[src/rtl/fcpa_pkg.sv]
// Shared types and codes for the fixed chunk pool allocator.
package fcpa_pkg;

    localparam int unsigned CFG_DATA_W = 32;
    localparam int unsigned CFG_IDX_W  = 2;
    localparam int unsigned BASE_W     = 32;
    localparam int unsigned SIZE_W     = 16;
    localparam int unsigned COUNT_W    = 9;
    localparam int unsigned FIELD_AW   = 32;

    localparam logic [BASE_W-1:0]  BASE_RESET  = 32'd0;
    localparam logic [SIZE_W-1:0]  SIZE_RESET  = 16'd64;
    localparam logic [COUNT_W-1:0] COUNT_RESET = 9'd256;

    typedef enum logic [CFG_IDX_W-1:0] {
        REG_BASE  = 2'd0,
        REG_SIZE  = 2'd1,
        REG_COUNT = 2'd2
    } t_reg_idx;

    typedef enum logic {
        CMD_GET = 1'b0,
        CMD_PUT = 1'b1
    } t_cmd;

    typedef enum logic [1:0] {
        ST_GRANTED      = 2'd0,
        ST_EMPTY        = 2'd1,
        ST_PUT_OK       = 2'd2,
        ST_PUT_REJECTED = 2'd3
    } t_status;

    typedef struct packed {
        t_cmd                command;
        logic [FIELD_AW-1:0] chunk_address;
    } t_cmd_in;

    typedef struct packed {
        t_status             status;
        logic [FIELD_AW-1:0] granted_address;
        logic [COUNT_W-1:0]  free_count;
    } t_result;

endpackage

[src/rtl/fcpa_range.sv]
// Put address range check: base <= addr < base + count*size.
module fcpa_range #(
    parameter int unsigned CNT_W = 9
) (
    input  logic                        i_clk,
    input  logic [CNT_W-1:0]            i_eff_count,
    input  logic [fcpa_pkg::SIZE_W-1:0] i_chunk_size,
    input  logic [fcpa_pkg::BASE_W-1:0] i_base,
    input  logic [fcpa_pkg::FIELD_AW-1:0] i_addr,
    output logic                        o_in_range
);

    localparam int unsigned SPAN_W = CNT_W + fcpa_pkg::SIZE_W;
    localparam int unsigned CMP_W  = (SPAN_W > fcpa_pkg::BASE_W) ? SPAN_W : fcpa_pkg::BASE_W;

    // span is registered from the config registers; the user must keep commands
    // from reaching the check before span has caught up after a write, the block itself does not enforce it
    logic [SPAN_W-1:0]           r_span;
    logic [fcpa_pkg::BASE_W-1:0] offset;

    always_ff @(posedge i_clk) begin
        r_span <= SPAN_W'(i_eff_count) * SPAN_W'(i_chunk_size);
    end

    assign offset     = fcpa_pkg::BASE_W'(i_addr) - i_base;
    assign o_in_range = (fcpa_pkg::BASE_W'(i_addr) >= i_base)
                        && (CMP_W'(offset) < CMP_W'(r_span));

endmodule

[config.mk]
export PLATFORM = sky130hd
export DESIGN_NAME = fcpa_range
export DESIGN_NICKNAME = d
export VERILOG_FILES = /design/src/rtl/fcpa_pkg.sv /design/src/rtl/fcpa_range.sv
export SDC_FILE = /design/constraint.sdc
export NUM_CORES = 1
export LEC_CHECK = 0
export BUFFER_PORTS_ARGS = -buffer_cell sky130_fd_sc_hd__buf_4
export CAP_MARGIN = 40
export CORE_UTILIZATION = 34
export CTS_CLUSTER_SIZE = 25
export DETAILED_ROUTE_END_ITERATION = 16
export SETUP_SLACK_MARGIN = 0.4
export SLEW_MARGIN = 0
export SYNTH_ARGS = -nofsm -noshare
export SYNTH_HDL_FRONTEND = slang
export SYNTH_SLANG_ARGS = --single-unit
[constraint.sdc]
create_clock -name i_clk -period 11.2 [get_ports i_clk]
set_input_delay 0.56 -clock i_clk [delete_from_list [all_inputs] [get_ports i_clk]]
set_output_delay 0.56 -clock i_clk [all_outputs]
set_load 0.005 [all_outputs]
==> impl_metrics.env <==
export IMPL_ir_drop_mv=0.09870
export IMPL_n_fill_cell=2204
export IMPL_arrival_ns=5.04
export IMPL_largestRegisters="r_span: 25 flops"
export IMPL_drt_iter0_drc=174
export IMPL_fp_dieArea_sq_mm=0.02209
export IMPL_final_hold_violation_count=0
export IMPL_clockRootBuffer="clkbuf_16"
export IMPL_drtPass1Iterations=4
export IMPL_hold_class="in -> reg"
export IMPL_ys_warn_count=0
export IMPL_synth_cells=900
export IMPL_start_util=0.3478
export IMPL_fmax_mhz=178.6
export IMPL_holdWs_ns=0.6180
export IMPL_yosysUniqueCellTypes=54
export IMPL_grt_pass1_vias=6004
export IMPL_cts_setup_buffers=0
export IMPL_syn_area_per_cell_sq_um=8.123
export IMPL_outcome="complete, no violations"
export IMPL_rsz0062_at_grt="false"
export IMPL_overflow=0
export IMPL_final_seq_area_sq_um=500.5
export IMPL_synthTopCellsByArea="fa_1 27%, ha_1 17%, inv_1 9.9%, dfxtp_1 6.8%, and2_1 6.4%"
export IMPL_final_core_util=0.3968
export IMPL_setup_ws_ns=5.601
export IMPL_synth_top_area_frac=0.2738
export IMPL_slew_viol_final=0
export IMPL_synth_edf_count=0
export IMPL_grt_start_max_net_pins=17
export IMPL_largest_register_ffs=25
export IMPL_globalRouteTotalUtil=0.1547
export IMPL_end_kind="output pin"
export IMPL_htree_levels=1
export IMPL_synth_top_cell_by_area="fa_1"
export IMPL_worst_slew_pin_slew_ns=0.4899
export IMPL_whs_endpoint="r_span[0]$_DFF_P_"
export IMPL_slew_headroom=0.6700
export IMPL_syn_area_sq_mm=0.007311
export IMPL_start_kind="primary input"
export IMPL_cts_sinks=25
export IMPL_seq_area_frac_synth=0.06846
export IMPL_portBuffers=90
export IMPL_vias=5850
export IMPL_crit_path_max_fanout=5
export IMPL_ant_nets=0
export IMPL_leakagePower_nw=4.364
export IMPL_criticalPathCategory="in -> out"
export IMPL_syn_nets=1191
export IMPL_layout_commonest_cell="inv_1"
export IMPL_hpwl_um=13720
export IMPL_preCtsSetupSlack_ns=5.564
export IMPL_clockBufferDepth=2
export IMPL_ys_seq_elements=25
export IMPL_fin_tns_setup_ns=0
export IMPL_drv_cap=0
export IMPL_hp_start="i_chunk_size[0]"
export IMPL_fp_coreArea_sq_mm=0.02102
export IMPL_multi_input_area_sq_mm=0.006018
export IMPL_nets=1268
export IMPL_period_share=0.4999
export IMPL_drt_total_wl_um=15990
export IMPL_ys_flop_type="dfxtp_1"
export IMPL_post_cts_resized=0
export IMPL_rows=53
export IMPL_hold_buffers=0
export IMPL_ys_async_sr_fraction=0
export IMPL_routedWlPerCell_um=12.78
export IMPL_diodes=0
export IMPL_io_pins=91
export IMPL_die_y_um=148.6
export IMPL_final_cell_mix="193 x inv_1, 101 x ha_1, 100 x fa_1, 97 x nand2_1, 90 x buf_4"
export IMPL_cts_buffers=3
export IMPL_antenna_found_initial=0
export IMPL_holdPathStages=2
export IMPL_top_register="r_span"
export IMPL_area_growth_synth_to_final_pct=14.10
export IMPL_setup_viol_count_final=0
export IMPL_viasPerCell=4.676
export IMPL_layout_drive_gt1_share=0.1086
export IMPL_cts_tree="built"
export IMPL_pwr_density_cell_mw_per_mm2=157.9
export IMPL_gp_congestion=0.8059
export IMPL_required_ns=10.64
export IMPL_chipWidth_um=148.6
export IMPL_grt_first_pass_wirelength_um=28150
export IMPL_path_clk_slew_ns=0.05
export IMPL_drc=0
export IMPL_layout_min_cycle_time_ns=5.599
-- power breakdown --
group	total, mW	switching, mW	internal, mW
registers	0.153	0.00928	0.143
clock network	0.0729	0.0246	0.0484
logic	1.09	0.592	0.499
-- through the flow --
stage / instance area (sq um) / total power, mW / std cells
2_1_floorplan: 7311 / 1.020 / 900
3_3_place_gp: 8263 / 1.240 / 1247
3_5_place_dp: 8263 / 1.251 / 1247
4_1_cts: 8342 / 1.334 / 1251
5_1_grt: 8342 / 1.516 / 1251
6_report: 8342 / 1.317 / 1251
-- worst max-delay path: stages --
cell and delay (ns):
buf_4 0.08, inv_1 0.03, ha_1 0.36, a21o_1 0.24, or4_4 0.42, o211ai_2 0.19
o21ai_2 0.12, a41o_2 0.29, a41oi_4 0.32, o21ai_0 0.17, xnor2_1 0.23, ha_1 0.29
nand4_1 0.16, nor4_1 0.10, a221oi_1 0.26, nand2_1 0.08, a211oi_1 0.27, o311ai_0 0.22
nor4_1 0.32, and4_1 0.23, buf_4 0.10
-- metal layers --
layer / track usage / vias up / share of wire
met5: 0 / - / 0
met4: 0.02268 / 0 / 0.0069
met3: 0.007362 / 6 / 0.039
met2: 0.2537 / 115 / 0.43
met1: 0.2279 / 2708 / 0.53
li1: - / 3021 / -
-- worst max path at each step --
stage	start	to	slack, ns	cells after the start
after floorplan	i_eff_count[2]	r_span[24]$_DFF_P_	5.83	20
after global placement	i_base[7]	o_in_range	5.54	21
after detailed placement	i_eff_count[2]	r_span[24]$_DFF_P_	5.56	20
after CTS	i_base[7]	o_in_range	5.58	21
after global routing	i_base[7]	o_in_range	5.22	21
final	i_base[7]	o_in_range	5.60	21
-- cells by family (layout without fill, tap and decap cells) --
kind of cell | Yosys count | after routing | synth area share
compound gates | 148 | 148 | 0.1385
xor+xnor | 44 | 44 | 0.05271
fa+ha+maj | 201 | 201 | 0.4467
buf+inv | 211 | 287 | 0.1083
flops | 25 | 25 | 0.06846
mux | 1 | 1 | 0.001369
simple gates | 270 | 270 | 0.1840
-- synthesized netlist by cell type (9+ instances only) --
library cell,count
a21o_1,12
a21oi_1,45
and2_1,75
clkbuf_1,18
dfxtp_1,25
fa_1,100
ha_1,101
inv_1,193
nand2_1,97
nand3_1,13
nor2_1,35
o21a_1,10
o21ai_0,26
xnor2_1,35
xor2_1,9
-- layout make-up --
type | count | area share
Multi-Input combinational cell | 664 | 0.7215
Inverter | 193 | 0.08685
Timing Repair Buffer | 90 | 0.08100
Sequential cell | 25 | 0.06000
Tap cell | 275 | 0.04125
Clock buffer | 4 | 0.009450
No activity file was read; power rests on OpenSTA's default activity.
